==> config.mk <==
export PLATFORM = sky130hd
export DESIGN_NAME = krs_cell
export DESIGN_NICKNAME = d
export VERILOG_FILES = /design/src/sv/krs_pkg.sv /design/src/sv/krs_cell.sv
export SDC_FILE = /design/constraint.sdc
export NUM_CORES = 1
export LEC_CHECK = 0
export BUFFER_PORTS_ARGS = -buffer_cell sky130_fd_sc_hd__buf_2
export CAP_MARGIN = 20
export CORE_AREA = 3 3 214 216
export CTS_CLUSTER_DIAMETER = 30
export DETAILED_ROUTE_END_ITERATION = 8
export DIE_AREA = 0 0 217 219
export PLACE_DENSITY = 0.51
export SYNTH_ARGS = -nofsm -noshare
export SYNTH_HDL_FRONTEND = slang
export SYNTH_SLANG_ARGS = --single-unit
==> constraint.sdc <==
create_clock -name clk -period 6.9 [get_ports clk]
set_input_delay 2.07 -clock clk [delete_from_list [all_inputs] [get_ports clk]]
set_output_delay 2.07 -clock clk [all_outputs]
set_load 0.05 [all_outputs]
==> src/sv/krs_pkg.sv <==
// ----------------------------------------------------------------------------
// krs_pkg
// Shared types and helpers for the keyed record sorter: the record layout,
// the cell control group, the controller states and the float key mapping.
// ----------------------------------------------------------------------------
package krs_pkg;

	localparam int unsigned FieldW = 32;

	typedef struct packed {
		logic [FieldW-1:0] key;
		logic [FieldW-1:0] y;
		logic [FieldW-1:0] z;
		logic [FieldW-1:0] id;
	} rec_t;

	typedef struct packed {
		logic ins;
		logic drain;
	} cell_ctl_t;

	typedef enum logic {
		ST_FILL,
		ST_DRAIN
	} state_t;

	// Maps a float bit pattern onto an unsigned integer of the same order.
	// Negative zero is folded onto positive zero.
	function automatic logic [FieldW-1:0] order_key(input logic [FieldW-1:0] bits);
		logic [FieldW-1:0] b;
		b = (bits == {1'b1, {(FieldW-1){1'b0}}}) ? '0 : bits;
		if (b[FieldW-1]) begin
			return ~b;
		end
		return b | {1'b1, {(FieldW-1){1'b0}}};
	endfunction

endpackage

==> src/sv/krs_cell.sv <==
// ----------------------------------------------------------------------------
// krs_cell
// One slot of the sorting chain. On insert it keeps its record, takes its
// left neighbor's record or takes the new record; on drain it takes its
// right neighbor's record.
// ----------------------------------------------------------------------------
module krs_cell (
	input  logic                       clk,
	input  krs_pkg::cell_ctl_t         ctl,
	input  logic                       occupied,
	input  krs_pkg::rec_t              new_rec,
	input  logic [krs_pkg::FieldW-1:0] new_ok,
	input  logic                       left_gt,
	input  krs_pkg::rec_t              left_rec,
	input  krs_pkg::rec_t              right_rec,
	output logic                       gt,
	output krs_pkg::rec_t              rec
);
	import krs_pkg::*;

	rec_t rec_q;

	// An empty slot sorts above every key, so new records fill from the left.
	assign gt = !occupied || (order_key(rec_q.key) > new_ok);
	assign rec = rec_q;

	always_ff @(posedge clk) begin
		if (ctl.drain) begin
			rec_q <= right_rec;
		end else if (ctl.ins && gt) begin
			rec_q <= left_gt ? left_rec : new_rec;
		end
	end

endmodule

==> out/qor.csv <==
metric,value,unit
power.leakage,5.75,nW
cts_max_level,4,
syn_inst,751,
num_vias,7558,
crit_path_start_kind,register,
fin_crit,6.37,ns
grt_max_degree,179,
dp_slack,0.656,ns
first_iter_violations,309,
clock_sinks,128,
die_h,219,microns
cts_tree,yes,
postRouteAntennaNets,0,
ctsHoldBuffers,0,
swShare,37.5,%
finalNetCount,1734,
tns,0,ns
p_sw,1.10,mW
power_frac_comb,33.5,%
final_max_slew_viol_count,0,
cp.required,4.83,ns
status,"complete, no violations",
synth_cell_type_count,33,
critPathKind,reg -> out,
final-seq-area,3840,sq um
layout_commonest_cell,buf_2,
synth_seq_area_share,49.6,%
grt_pass1_wl,44300,microns
dr.pass1.iters,5,
cts_root_buf,clkbuf_16,
initial_core_util,17.6,%
max_slew_margin,50.7,%
r2r_start,rec[112],
final_cell_mix,"buf_2, nand2_1, o21ai_0, mux2i_1, edfxtp_1",
hold_violations,0,
synthArstFlopShare,0,%
drc,0,
holdCritStartpoint,rec[111],
setup_ws,0.533,ns
drive_above_1_share,46.3,%
setup_viol,0,
synth_flop_cell,edfxtp_1,
multi_input_area,3610,sq um
largest_reg_flops,128,
antenna_found_initial,7,
grt_overflow,0,
timing.fmax,157,MHz
ys_warn_count,0,
synth_seq_cells,128,
min_period_over_period,92.3,%
final_cell_area,11800,sq um
grt_pass1_vias,7506,
row_count,77,
internal-power,1.83,mW
power_density,248,nW/um^2
cts_setup_buffers,0,
cp-end-kind,output port,
worstHoldPathType,reg -> reg,
cts.clk_slew.worst_paths,0.07,ns
gp_congestion,0.863,
syn_area,7750,sq um
cp_max_fo,11,
synth_edf_count,128,
clk_latency,0.45,ns
routedWlPerCell,16.7,microns
syn_avg_cell_area,10.3,sq um
vias_per_cell,4.00,
fp.dieArea,47500,sq um
irDropWorstVdd,0.110,mV
crit_start,rec[112],
wirelength,31600,microns
clkPwrFrac,31.2,%
track_usage,12.7,%
portBuffers,549,
fillers,4761,
worstMarginPinSlew,0.740,ns
synth_nets,1203,
cts_resized,0,
place_hpwl,26500,microns
area_growth,52.3,%
critPathArrivalTime,4.30,ns
power_frac_seq,35.3,%
ios,550,
rsz0062_at_grt,false,
clock_skew,0.0148,ns
core_area,44100,sq um
cts_made_buffers,17,
dpl_cell_area,11200,sq um
drv_cap,0,
cts_buffer_depth,2,
die_w,217,microns
==> critical path, cell delays in order (launching register included) <==
cell,delay (ns)
edfxtp_1,0.43
nor4_1,0.44
nand4_1,0.26
nor2_2,0.47
buf_4,0.21
nor2_1,0.05
ha_1,0.33
nand4_2,0.21
nor4_4,0.34
o211ai_1,0.12
a31oi_1,0.18
o31ai_1,0.10
maj3_2,0.36
nand2_1,0.08
buf_2,0.26
==> power groups by stage <==
stage	Clock, mW	Combinational, mW	Sequential, mW
floorplan	0	0.308	1.39
global placement	0	0.985	1.05
detailed placement	0	0.992	1.05
CTS	0.956	0.992	1.04
global route	0.977	1.06	1.04
finish	0.912	0.979	1.03
==> final timing paths <==
check	cells after the start	end	slack [ns]
max	14	gt	0.53
min	6	rec[111]	1.53
max reg2reg	14	rec[48]	2.11
min reg2reg	6	rec[111]	1.53
==> cell usage after synthesis (2+ instances only) <==
cell	n	share of area, %
nand2_1	134	6.5
o21ai_0	134	8.6
edfxtp_1	128	50
mux2i_1	128	17
clkbuf_1	43	2.1
nor2_1	36	1.7
inv_1	32	1.5
ha_1	31	5.0
xnor2_1	30	3.4
a21oi_1	9	0.58
nor4_1	7	0.56
buf_1	5	0.24
nand4_1	5	0.40
nor2b_1	4	0.32
a211oi_1	3	0.29
a21o_1	3	0.29
a31oi_1	2	0.16
nand4_2	2	0.32
==> cells by family after synthesis <==
family,count (synthesis),synth area share (%)
simple gates,193,10.6
compound gates,158,10.7
mux,128,16.5
flops,128,49.6
buf+inv,81,3.94
fa+ha+maj,32,5.15
xor+xnor,31,3.50
==> through the flow <==
stage | power, mW | hold WS (ns) | utilization, % | std cells
after global routing | 3.08 | 1.65 | 26.8 | 1888
after CTS | 2.98 | 1.59 | 26.8 | 1887
after floorplan | 1.70 | 2.26 | - | 751
final | 2.92 | 1.53 | 26.8 | 1889
after global placement | 2.03 | 1.58 | 25.4 | 1855
after detailed placement | 2.04 | 1.57 | 25.4 | 1855
==> per-layer routing <==
layer	up-vias	wire length [microns]	global-route usage [%]
met1	3405	12100	13.9
met2	350	16300	22.7
met3	36	2550	4.11
met5	-	0	0
met4	0	708	5.07
li1	3767	-	-
==> layout make-up <==
cell class                 count  share of cell area [%]
timing repair buffer         561                    24.6
antenna                        2                  0.0424
tap                          592                    6.27
sequential                   128                    32.5
inverter                      32                    1.02
multi-input combinational    542                    30.6
clock inverter                15                    1.36
clock buffer                  17                    3.60
Note: power is estimated with default switching activity, not from simulation.
